### config.mk
export PLATFORM = sky130hd
export DESIGN_NAME = selective_repeat_receiver_flat
export DESIGN_NICKNAME = d
export VERILOG_FILES = /design/src/rtl/core/srr_pkg.sv /design/src/rtl/core/srr_if.sv /design/src/rtl/core/srr_ctrl.sv /design/src/rtl/core/srr_datapath.sv /design/src/rtl/core/selective_repeat_receiver.sv /design/src/flat_wrapper.sv
export SDC_FILE = /design/constraint.sdc
export NUM_CORES = 2
export LEC_CHECK = 0
export ABC_AREA = 1
export ABC_CLOCK_PERIOD_IN_PS = 22400
export BUFFER_PORTS_ARGS = -buffer_cell sky130_fd_sc_hd__buf_2
export CAP_MARGIN = 20
export CORE_ASPECT_RATIO = 0.8
export CORE_MARGIN = 2
export CORE_UTILIZATION = 35
export CTS_CLUSTER_SIZE = 16
export DETAILED_ROUTE_END_ITERATION = 10
export GPL_TIMING_DRIVEN = 0
export PLACE_DENSITY_LB_ADDON = 0.05
export SYNTH_ARGS = -nofsm -noshare
export SYNTH_HDL_FRONTEND = slang
export SYNTH_SLANG_ARGS = --single-unit
### constraint.sdc
create_clock -name clock -period 22.4 [get_ports clock]
set_clock_uncertainty 0.15 [all_clocks]
set_input_delay 5.6 -clock clock [delete_from_list [all_inputs] [get_ports clock]]
set_output_delay 5.6 -clock clock [all_outputs]
set_load 0.1 [all_outputs]
### src/rtl/core/srr_pkg.sv
// shared constants and controller/datapath types for the selective repeat receiver
`timescale 1ns / 1ps

package srr_pkg;

   // packet geometry
   localparam int PAYLOAD_BYTES = 20;
   localparam int PAYLOAD_W     = 8 * PAYLOAD_BYTES;
   localparam int LOW_W         = 64;
   localparam int MID_W         = 64;
   localparam int HIGH_W        = 32;
   localparam int WORD_W        = 32;

   // checksum is accumulated one 32-bit group of four bytes per cycle
   localparam int BYTES_PER_GROUP = 4;
   localparam int GROUPS          = PAYLOAD_BYTES / BYTES_PER_GROUP;
   localparam int GROUP_W         = 3;

   // ack packet fields
   localparam int ACK_NUM_W   = 4;
   localparam int ACK_CHECK_W = 10;
   localparam int ZERO_CHAR   = 48;
   localparam logic [ACK_CHECK_W-1:0] ACK_BASE = ACK_CHECK_W'(PAYLOAD_BYTES * ZERO_CHAR);

   // result kinds
   localparam logic KIND_DELIVER = 1'b0;
   localparam logic KIND_ACK     = 1'b1;

   // commands from the controller
   typedef struct packed {
      logic               load;      // capture an input beat, start the sum
      logic               add_group; // add one byte group to the sum
      logic [GROUP_W-1:0] group;     // which byte group
      logic               check;     // checksum and window test, store
      logic               take;      // read head slot, clear it, advance
      logic               load_dlv;  // put the read payload in the output register
      logic               load_ack;  // put the ack in the output register
   } srr_cmd_type;

   // status back to the controller
   typedef struct packed {
      logic accepted;  // current packet intact and inside the window
      logic head_full; // slot of the next in-order number holds a payload
      logic out_free;  // output register can take a beat this cycle
   } srr_status_type;

endpackage

### src/rtl/core/srr_if.sv
// valid/ready channel interfaces for packet input and result output
`timescale 1ns / 1ps

interface srr_req_if;
   logic                valid;
   logic                ready;
   logic signed [31:0]  seq_number;
   logic signed [31:0]  ack_field;
   logic signed [31:0]  check_value;
   logic [63:0]         payload_low;
   logic [63:0]         payload_mid;
   logic [31:0]         payload_high;

   modport source (output valid, seq_number, ack_field, check_value,
                   payload_low, payload_mid, payload_high, input ready);
   modport sink   (input valid, seq_number, ack_field, check_value,
                   payload_low, payload_mid, payload_high, output ready);
endinterface

interface srr_rsp_if;
   logic        valid;
   logic        ready;
   logic        result_kind;
   logic [63:0] out_payload_low;
   logic [63:0] out_payload_mid;
   logic [31:0] out_payload_high;
   logic        ack_bit;
   logic [3:0]  ack_number;
   logic [9:0]  ack_check;
   logic        last_result;

   modport source (output valid, result_kind, out_payload_low, out_payload_mid,
                   out_payload_high, ack_bit, ack_number, ack_check, last_result,
                   input ready);
   modport sink   (input valid, result_kind, out_payload_low, out_payload_mid,
                   out_payload_high, ack_bit, ack_number, ack_check, last_result,
                   output ready);
endinterface

### src/rtl/core/srr_ctrl.sv
// sequencing state machine: checksum groups, check, delivery loop, ack
`timescale 1ns / 1ps

module srr_ctrl (
   input  logic                    clock,
   input  logic                    reset,
   input  logic                    req_valid,
   output logic                    req_ready,
   input  srr_pkg::srr_status_type status,
   output srr_pkg::srr_cmd_type    cmd
);
   import srr_pkg::*;

   localparam logic [2:0] ST_IDLE  = 3'd0;
   localparam logic [2:0] ST_SUM   = 3'd1;
   localparam logic [2:0] ST_CHECK = 3'd2;
   localparam logic [2:0] ST_SCAN  = 3'd3;
   localparam logic [2:0] ST_DELIV = 3'd4;
   localparam logic [2:0] ST_ACK   = 3'd5;

   localparam logic [GROUP_W-1:0] LAST_GROUP = GROUP_W'(GROUPS - 1);

   logic [2:0]         state_ff, state_in;
   logic [GROUP_W-1:0] group_ff, group_in;

   // no input beat is taken while reset is held
   assign req_ready = (state_ff == ST_IDLE) && !reset;

   // next state and commands
   always_comb begin
      state_in      = state_ff;
      group_in      = group_ff;
      cmd           = '0;
      cmd.group     = group_ff;
      unique case (state_ff)
         ST_IDLE: begin
            if (req_valid && !reset) begin
               cmd.load = 1'b1;
               group_in = '0;
               state_in = ST_SUM;
            end
         end
         ST_SUM: begin
            cmd.add_group = 1'b1;
            group_in      = group_ff + 1'b1;
            if (group_ff == LAST_GROUP) begin
               state_in = ST_CHECK;
            end
         end
         ST_CHECK: begin
            cmd.check = 1'b1;
            state_in  = ST_SCAN;
         end
         ST_SCAN: begin
            if (status.accepted && status.head_full) begin
               cmd.take = 1'b1;
               state_in = ST_DELIV;
            end else begin
               state_in = ST_ACK;
            end
         end
         ST_DELIV: begin
            if (status.out_free) begin
               cmd.load_dlv = 1'b1;
               state_in     = ST_SCAN;
            end
         end
         ST_ACK: begin
            if (status.out_free) begin
               cmd.load_ack = 1'b1;
               state_in     = ST_IDLE;
            end
         end
         default: begin
            state_in = ST_IDLE;
         end
      endcase
   end

   // state registers
   always_ff @(posedge clock) begin
      if (reset) begin
         state_ff <= ST_IDLE;
         group_ff <= '0;
      end else begin
         state_ff <= state_in;
         group_ff <= group_in;
      end
   end

endmodule

### src/rtl/core/srr_datapath.sv
// checksum accumulator, window test, slot store and output register
`timescale 1ns / 1ps

module srr_datapath #(
   parameter int WINDOW    = 8,
   parameter int SEQ_SPACE = 16
) (
   input  logic                    clock,
   input  logic                    reset,
   input  srr_pkg::srr_cmd_type    cmd,
   output srr_pkg::srr_status_type status,
   input  logic signed [31:0]      seq_number,
   input  logic signed [31:0]      ack_field,
   input  logic signed [31:0]      check_value,
   input  logic [63:0]             payload_low,
   input  logic [63:0]             payload_mid,
   input  logic [31:0]             payload_high,
   output logic                    rsp_valid,
   input  logic                    rsp_ready,
   output logic                    result_kind,
   output logic [63:0]             out_payload_low,
   output logic [63:0]             out_payload_mid,
   output logic [31:0]             out_payload_high,
   output logic                    ack_bit,
   output logic [3:0]              ack_number,
   output logic [9:0]              ack_check,
   output logic                    last_result
);
   import srr_pkg::*;

   localparam int SEQ_W  = $clog2(SEQ_SPACE);
   localparam int SLOT_W = $clog2(WINDOW);
   localparam int TBL_N  = 2 ** SEQ_W;

   typedef logic [SLOT_W-1:0] slot_tbl_type [TBL_N];

   // slot of each sequence number, built by counting around the window
   function automatic slot_tbl_type build_slot_tbl();
      slot_tbl_type tbl;
      int           c;
      c = 0;
      for (int i = 0; i < TBL_N; i++) begin
         tbl[i] = SLOT_W'(c);
         c = (c == WINDOW - 1) ? 0 : c + 1;
      end
      return tbl;
   endfunction

   localparam slot_tbl_type SLOT_OF = build_slot_tbl();

   localparam logic [SEQ_W-1:0] SEQ_TOP = SEQ_W'(SEQ_SPACE - 1);

   // captured packet
   logic [WORD_W-1:0]    sum_ff, sum_in;
   logic [WORD_W-1:0]    seq_ff;
   logic [WORD_W-1:0]    chk_ff;
   logic [PAYLOAD_W-1:0] payload_ff;

   // receiver state
   logic [SEQ_W-1:0]     exp_ff, exp_in;
   logic                 toggle_ff;
   logic                 accepted_ff;
   logic [WINDOW-1:0]    slot_full_ff;

   // slot store with registered read
   logic [PAYLOAD_W-1:0] slot_mem [WINDOW];
   logic [PAYLOAD_W-1:0] rd_ff;

   // output register
   logic                 rsp_valid_ff, rsp_valid_in;
   logic                 kind_ff;
   logic [PAYLOAD_W-1:0] out_pay_ff;
   logic                 bit_ff;
   logic [ACK_NUM_W-1:0] num_ff;
   logic [ACK_CHECK_W-1:0] check_ff;
   logic                 last_ff;

   // window test signals
   logic [SEQ_W-1:0]     seq_lo;
   logic [SEQ_W:0]       diff;
   logic [SEQ_W:0]       offset;
   logic                 in_space;
   logic                 pass;
   logic [SLOT_W-1:0]    seq_slot;
   logic [SLOT_W-1:0]    head_slot;

   // byte group adder
   logic [WORD_W-1:0]    group_word;
   logic [WORD_W-1:0]    group_sum;

   // ack fields
   logic [SEQ_W-1:0]     prev_exp;
   logic [WORD_W-1:0]    ack_wide;
   logic [ACK_NUM_W-1:0] ack_num;
   logic [ACK_CHECK_W-1:0] ack_chk;

   // four signed bytes of the selected group
   always_comb begin
      group_word = payload_ff[{cmd.group, 5'd0} +: WORD_W];
      group_sum  = sum_ff;
      for (int b = 0; b < BYTES_PER_GROUP; b++) begin
         group_sum = group_sum + {{24{group_word[8*b+7]}}, group_word[8*b +: 8]};
      end
   end

   always_comb begin
      if (cmd.load) begin
         sum_in = WORD_W'(seq_number) + WORD_W'(ack_field);
      end else if (cmd.add_group) begin
         sum_in = group_sum;
      end else begin
         sum_in = sum_ff;
      end
   end

   // window test on the captured number
   assign seq_lo    = seq_ff[SEQ_W-1:0];
   assign in_space  = !seq_ff[WORD_W-1] && (seq_ff < WORD_W'(SEQ_SPACE));
   assign diff      = {1'b0, seq_lo} - {1'b0, exp_ff};
   assign offset    = diff[SEQ_W] ? diff + (SEQ_W+1)'(SEQ_SPACE) : diff;
   assign pass      = (sum_ff == chk_ff) && in_space
                      && (offset < (SEQ_W+1)'(WINDOW));
   assign seq_slot  = SLOT_OF[seq_lo];
   assign head_slot = SLOT_OF[exp_ff];

   // next in-order number after a delivery
   assign exp_in = (exp_ff == SEQ_TOP) ? '0 : exp_ff + 1'b1;

   // ack number and checksum
   assign prev_exp = (exp_ff == '0) ? SEQ_TOP : exp_ff - 1'b1;
   assign ack_wide = accepted_ff ? seq_ff : WORD_W'(prev_exp);
   assign ack_num  = ack_wide[ACK_NUM_W-1:0];
   assign ack_chk  = ACK_BASE + ACK_CHECK_W'(toggle_ff) + ACK_CHECK_W'(ack_num);

   assign status.accepted  = accepted_ff;
   assign status.head_full = slot_full_ff[head_slot];
   assign status.out_free  = !rsp_valid_ff || rsp_ready;

   // packet capture and checksum
   always_ff @(posedge clock) begin
      sum_ff <= sum_in;
      if (cmd.load) begin
         seq_ff     <= WORD_W'(seq_number);
         chk_ff     <= WORD_W'(check_value);
         payload_ff <= {payload_high, payload_mid, payload_low};
      end
   end

   // receiver control state
   always_ff @(posedge clock) begin
      if (reset) begin
         exp_ff       <= '0;
         toggle_ff    <= 1'b1;
         accepted_ff  <= 1'b0;
         slot_full_ff <= '0;
      end else begin
         if (cmd.check) begin
            accepted_ff <= pass;
            if (pass) begin
               slot_full_ff[seq_slot] <= 1'b1;
            end
         end
         if (cmd.take) begin
            slot_full_ff[head_slot] <= 1'b0;
            exp_ff                  <= exp_in;
         end
         if (cmd.load_ack) begin
            toggle_ff <= !toggle_ff;
         end
      end
   end

   // slot store, a full slot is never overwritten
   always_ff @(posedge clock) begin
      if (cmd.check && pass && !slot_full_ff[seq_slot]) begin
         slot_mem[seq_slot] <= payload_ff;
      end
      if (cmd.take) begin
         rd_ff <= slot_mem[head_slot];
      end
   end

   // output register valid
   always_comb begin
      if (cmd.load_dlv || cmd.load_ack) begin
         rsp_valid_in = 1'b1;
      end else if (rsp_ready) begin
         rsp_valid_in = 1'b0;
      end else begin
         rsp_valid_in = rsp_valid_ff;
      end
   end

   always_ff @(posedge clock) begin
      if (reset) begin
         rsp_valid_ff <= 1'b0;
      end else begin
         rsp_valid_ff <= rsp_valid_in;
      end
   end

   // output register payload
   always_ff @(posedge clock) begin
      if (cmd.load_dlv) begin
         kind_ff    <= KIND_DELIVER;
         out_pay_ff <= rd_ff;
         bit_ff     <= 1'b0;
         num_ff     <= '0;
         check_ff   <= '0;
         last_ff    <= 1'b0;
      end else if (cmd.load_ack) begin
         kind_ff    <= KIND_ACK;
         out_pay_ff <= '0;
         bit_ff     <= toggle_ff;
         num_ff     <= ack_num;
         check_ff   <= ack_chk;
         last_ff    <= 1'b1;
      end
   end

   assign rsp_valid        = rsp_valid_ff;
   assign result_kind      = kind_ff;
   assign out_payload_low  = out_pay_ff[LOW_W-1:0];
   assign out_payload_mid  = out_pay_ff[LOW_W+MID_W-1:LOW_W];
   assign out_payload_high = out_pay_ff[PAYLOAD_W-1:LOW_W+MID_W];
   assign ack_bit          = bit_ff;
   assign ack_number       = num_ff;
   assign ack_check        = check_ff;
   assign last_result      = last_ff;

   // a delivery only drains a stored slot of an accepted packet
   a_take_valid: assert property (@(posedge clock) disable iff (reset)
      cmd.take |-> (accepted_ff && slot_full_ff[head_slot]))
      else $error("delivery from an empty slot or a rejected packet");

   // a taken slot is empty on the next cycle
   a_take_clears: assert property (@(posedge clock) disable iff (reset)
      cmd.take |=> !slot_full_ff[$past(head_slot)])
      else $error("slot still marked full after delivery");

   // the output register is only loaded when it can take a beat
   a_load_free: assert property (@(posedge clock) disable iff (reset)
      (cmd.load_dlv || cmd.load_ack) |-> (!rsp_valid_ff || rsp_ready))
      else $error("output register overwritten while a beat waits");

   // delivery and ack never load together
   a_one_load: assert property (@(posedge clock) disable iff (reset)
      !(cmd.load_dlv && cmd.load_ack))
      else $error("delivery and ack loaded in the same cycle");

endmodule

### src/rtl/core/selective_repeat_receiver.sv
// selective repeat arq receiver top level: controller plus datapath
//
//   channel   dir   modport          beat
//   req_chan  in    srr_req_if.sink  one data packet: seq, ack field, checksum, 20 bytes
//   rsp_chan  out   srr_rsp_if.source  one delivered payload or the closing ack
//
// a packet goes from its input beat to the check through capture with seq plus ack,
// the checksum adder over five groups of four bytes each, then window test and store.
// each in-order delivery then runs through slot store read and output load, and the ack
// through final head slot test and output load, before the next input ready.
// a stalled output holds the result in the output register and the sequencer waits there;
// a new input beat is taken as soon as the ack is loaded, while that ack still waits.
// reset is synchronous: expected number zero, ack bit one, every slot marked empty,
// input ready low while reset is held.
`timescale 1ns / 1ps

module selective_repeat_receiver #(
   parameter int WINDOW    = 8,
   parameter int SEQ_SPACE = 16
) (
   input  logic     clock,
   input  logic     reset,
   srr_req_if.sink  req_chan,
   srr_rsp_if.source rsp_chan
);
   import srr_pkg::*;

   srr_cmd_type    cmd;
   srr_status_type status;
   logic           ctrl_ready;

   assign req_chan.ready = ctrl_ready;

   // sequencer
   srr_ctrl u_ctrl (
      .clock     (clock),
      .reset     (reset),
      .req_valid (req_chan.valid),
      .req_ready (ctrl_ready),
      .status    (status),
      .cmd       (cmd)
   );

   // datapath and output register
   srr_datapath #(
      .WINDOW    (WINDOW),
      .SEQ_SPACE (SEQ_SPACE)
   ) u_datapath (
      .clock            (clock),
      .reset            (reset),
      .cmd              (cmd),
      .status           (status),
      .seq_number       (req_chan.seq_number),
      .ack_field        (req_chan.ack_field),
      .check_value      (req_chan.check_value),
      .payload_low      (req_chan.payload_low),
      .payload_mid      (req_chan.payload_mid),
      .payload_high     (req_chan.payload_high),
      .rsp_valid        (rsp_chan.valid),
      .rsp_ready        (rsp_chan.ready),
      .result_kind      (rsp_chan.result_kind),
      .out_payload_low  (rsp_chan.out_payload_low),
      .out_payload_mid  (rsp_chan.out_payload_mid),
      .out_payload_high (rsp_chan.out_payload_high),
      .ack_bit          (rsp_chan.ack_bit),
      .ack_number       (rsp_chan.ack_number),
      .ack_check        (rsp_chan.ack_check),
      .last_result      (rsp_chan.last_result)
   );

endmodule
### src/flat_wrapper.sv
// flat-port wrapper written by rule: the top's interface ports become plain ports
module selective_repeat_receiver_flat import srr_pkg::*;
#(
   parameter int WINDOW    = 8,
   parameter int SEQ_SPACE = 16
)
  (clock, reset, req_chan_valid, req_chan_seq_number, req_chan_ack_field, req_chan_check_value, req_chan_payload_low, req_chan_payload_mid, req_chan_payload_high, req_chan_ready, rsp_chan_valid, rsp_chan_result_kind, rsp_chan_out_payload_low, rsp_chan_out_payload_mid, rsp_chan_out_payload_high, rsp_chan_ack_bit, rsp_chan_ack_number, rsp_chan_ack_check, rsp_chan_last_result, rsp_chan_ready);
  srr_req_if req_chan_i ();
  srr_rsp_if rsp_chan_i ();
  input  logic clock;
  input  logic reset;
  input wire logic [$bits(req_chan_i.valid)-1:0] req_chan_valid;
  input wire logic [$bits(req_chan_i.seq_number)-1:0] req_chan_seq_number;
  input wire logic [$bits(req_chan_i.ack_field)-1:0] req_chan_ack_field;
  input wire logic [$bits(req_chan_i.check_value)-1:0] req_chan_check_value;
  input wire logic [$bits(req_chan_i.payload_low)-1:0] req_chan_payload_low;
  input wire logic [$bits(req_chan_i.payload_mid)-1:0] req_chan_payload_mid;
  input wire logic [$bits(req_chan_i.payload_high)-1:0] req_chan_payload_high;
  output wire logic [$bits(req_chan_i.ready)-1:0] req_chan_ready;
  output wire logic [$bits(rsp_chan_i.valid)-1:0] rsp_chan_valid;
  output wire logic [$bits(rsp_chan_i.result_kind)-1:0] rsp_chan_result_kind;
  output wire logic [$bits(rsp_chan_i.out_payload_low)-1:0] rsp_chan_out_payload_low;
  output wire logic [$bits(rsp_chan_i.out_payload_mid)-1:0] rsp_chan_out_payload_mid;
  output wire logic [$bits(rsp_chan_i.out_payload_high)-1:0] rsp_chan_out_payload_high;
  output wire logic [$bits(rsp_chan_i.ack_bit)-1:0] rsp_chan_ack_bit;
  output wire logic [$bits(rsp_chan_i.ack_number)-1:0] rsp_chan_ack_number;
  output wire logic [$bits(rsp_chan_i.ack_check)-1:0] rsp_chan_ack_check;
  output wire logic [$bits(rsp_chan_i.last_result)-1:0] rsp_chan_last_result;
  input wire logic [$bits(rsp_chan_i.ready)-1:0] rsp_chan_ready;
  assign req_chan_i.valid = req_chan_valid;
  assign req_chan_i.seq_number = req_chan_seq_number;
  assign req_chan_i.ack_field = req_chan_ack_field;
  assign req_chan_i.check_value = req_chan_check_value;
  assign req_chan_i.payload_low = req_chan_payload_low;
  assign req_chan_i.payload_mid = req_chan_payload_mid;
  assign req_chan_i.payload_high = req_chan_payload_high;
  assign req_chan_ready = req_chan_i.ready;
  assign rsp_chan_valid = rsp_chan_i.valid;
  assign rsp_chan_result_kind = rsp_chan_i.result_kind;
  assign rsp_chan_out_payload_low = rsp_chan_i.out_payload_low;
  assign rsp_chan_out_payload_mid = rsp_chan_i.out_payload_mid;
  assign rsp_chan_out_payload_high = rsp_chan_i.out_payload_high;
  assign rsp_chan_ack_bit = rsp_chan_i.ack_bit;
  assign rsp_chan_ack_number = rsp_chan_i.ack_number;
  assign rsp_chan_ack_check = rsp_chan_i.ack_check;
  assign rsp_chan_last_result = rsp_chan_i.last_result;
  assign rsp_chan_i.ready = rsp_chan_ready;
  selective_repeat_receiver #(.WINDOW(WINDOW), .SEQ_SPACE(SEQ_SPACE)) u_core (.clock(clock), .reset(reset), .req_chan(req_chan_i), .rsp_chan(rsp_chan_i));
endmodule
==> flow_summary.ini <==
[run_status]
status = completed

[critical_path]
rr_startpoint = u_core.u_ctrl.group_ff[1]
crit_path_end_kind = output port
setup.worst_path.start_class = input pin
crit_required_ps = 16650
worstSetupPathType = in -> out
reg2reg_slack_ps = 15620
max_stage_delay_ps = 510
reg2reg_to = u_core.u_datapath.sum_ff[19]
rr_worst_depth = 21
arrival_ps = 6540
crit_fanout = 9
crit_chain = clkbuf_1 -> nor2_1 -> buf_2
slowest_stage = buf_2

[clock_tree]
clock-sinks = 1888
cts_resized = 0
clockRootBuffer = clkbuf_16
cts_setup_buffers = 0
clock_path_buffers = 4
cts_buffers = 210
cts_hold_buffers = 0
htree_levels = 4
clk_latency_ps = 880
cts_tree = built
clkSlewWorstSetupHoldPaths_ps = 60

[grt]
overflow = 0
antenna_found_initial = 20
grt_max_degree = 118
grt_pass1_vias = 46668
grt_pass1_wl_mm = 356
grt_usage_pct = 22.5

[logic_synthesis]
yosys_warnings = 0
synth_ff_type = edfxtp_1
synth_common_cells = edfxtp_1, nor2_1, o21ai_0, inv_1, nand2_1
synth_nets = 6117
synth_cells = 5692
synth.most_common_cell = edfxtp_1
async_flop_share_pct = 0
synth.distinct_cells = 53
syn_area_um2 = 76100
synthTopCellsByArea = edfxtp_1, o21ai_0, nor2_1
yosysTopAreaCellShare_pct = 73.2
synth_seq_cells = 1888
syn_avg_cell_area_um2 = 13.4
synth.largest_area_cell = edfxtp_1
synth_edf_count = 1856
seq_area_frac_synth_pct = 74.0

[sta]
tightestPinTransition_ps = 1180
period_needed_ps = 12290
timing.fmax_mhz = 81.4
worst_slack_ps = 10110
setup_viol = 0
slew_violations = 0
period_share_pct = 54.9
fin_tns_setup_ps = 0
slew_headroom_pct = 21.3
whs_ps = 297
hold_violations = 0
grt_setup_unrepaired = false

[job]
cap_violations = 0

[routing]
firstDrtPassIters = 5
viasPerCell = 5.05
wl_mm = 253
wl_per_cell_um = 26.8
drc = 0
drt_iter0_drc = 4420
num_vias = 47729
ant_nets = 0

[placement]
port_buffers = 436
placed_area_um2 = 83600
dp_hpwl_mm = 182
post-place-ws_ps = 10090
gp_congestion = 0.904
dp.cells = 9065

[min_path]
hold_path_class = reg -> reg
worstHoldStart = u_core.u_datapath.ack_number[1]
hold_end = u_core.u_datapath.ack_number[1]
holdPathStages = 2

[power_and_ir_drop]
powerDensity_nw_per_um2 = 149
leakagePower_nw = 31.6
ir_drop_uv = 214

[floorplan]
initial_utilization_pct = 35.1
core_area_um2 = 217000
die_area_um2 = 221000
ioPinCount = 439
dieHeight_um = 421
die_w_um = 525
row_count = 153

[layout]
layout.nets = 6835
drive_gt1_share_pct = 14.0
final_cells = 9450
final_area_um2 = 89900
area_delta_synth_final_pct = 18.1
[state kept, by name, summed over array words and instances (netlist names), 4 cells and up]
| signal | cells |
|---|---|
| u_core.u_datapath.ack_check | 6 |
| u_core.u_datapath.ack_number | 4 |
| u_core.u_datapath.chk_ff | 32 |
| u_core.u_datapath.exp_ff | 4 |
| u_core.u_datapath.out_pay_ff | 160 |
| u_core.u_datapath.payload_ff | 160 |
| u_core.u_datapath.rd_ff | 160 |
| u_core.u_datapath.seq_ff | 32 |
| u_core.u_datapath.slot_full_ff | 8 |
| u_core.u_datapath.slot_mem | 1280 |
| u_core.u_datapath.sum_ff | 32 |
[cell families (layout without fill, tap and decap cells)]
logic type | Yosys count | after routing | synth area share (%)
xor+xnor | 41 | 41 | 0.481
other cells | 1 | 10 | 0.00493
simple gates | 1480 | 1480 | 7.88
compound gates | 1315 | 1315 | 9.78
flops | 1888 | 1888 | 74.0
fa+ha+maj | 165 | 165 | 3.63
buf+inv | 802 | 1684 | 4.19
[area by class of cell]
| cell class | count | area (um^2) |
|---|---|---|
| plain buffers | 253 | 1120 |
| multi-input cells | 3002 | 16700 |
| flip-flops and latches | 1888 | 56400 |
| repair buffers | 506 | 3740 |
| well taps | 2867 | 3590 |
| clock buffers | 250 | 5450 |
| clock inverters | 126 | 901 |
| fillers | 20547 | 127000 |
| diodes | 9 | 22.5 |
| inverters | 549 | 2090 |
[metrics by stage]
stage / util (%) / total power, W
after floorplan: - / 0.00810
after global placement: 37.8 / 0.0101
after detailed placement: 38.6 / 0.0101
after CTS: 41.5 / 0.0135
after global routing: 41.5 / 0.0143
final: 41.5 / 0.0134
[worst max-delay path by stage]
stage	slack, ps	from	to
after floorplan	9570	reset	req_chan_ready
after global placement	4050	u_core.u_ctrl.state_ff[2]	u_core.u_datapath.slot_mem[1][105]
after detailed placement	10090	reset	req_chan_ready
after CTS	10090	reset	req_chan_ready
after global routing	10030	reset	req_chan_ready
final	10110	reset	req_chan_ready
[layer usage]
layer | routed length [um] | vias up | global-route usage (%)
met5 | 34 | - | 0
met4 | 6170 | 6 | 5.52
met3 | 15200 | 309 | 3.37
met2 | 114000 | 1439 | 34.6
met1 | 118000 | 24037 | 33.3
li1 | - | 21938 | -
[cells in the final DEF, fill, tap and decap left out, drive strengths merged, types with 40 or more instances in the layout]
master	Yosys	layout
edfxtp	1856	1856
nor2	759	759
o21ai	619	619
buf	105	611
inv	548	549
nand2	518	518
clkbuf	148	398
a21oi	303	303
o211ai	165	165
o22ai	162	162
nand3	118	118
clkinv	0	110
fa	93	93
ha	72	72
nand4	40	40
[worst max-delay path: cells and delay by family]
family	cells	cell delay [ps]
buffers and inverters	2	720
and+or+nand+nor	1	210
[report_power, final]
group	internal (W)	switching [W]	total, W
sequential	0.00419	0.000173	0.00436
combinational	0.00173	0.00402	0.00575
clock	0.00185	0.00142	0.00327
Note: power is estimated with default switching activity, not from simulation.
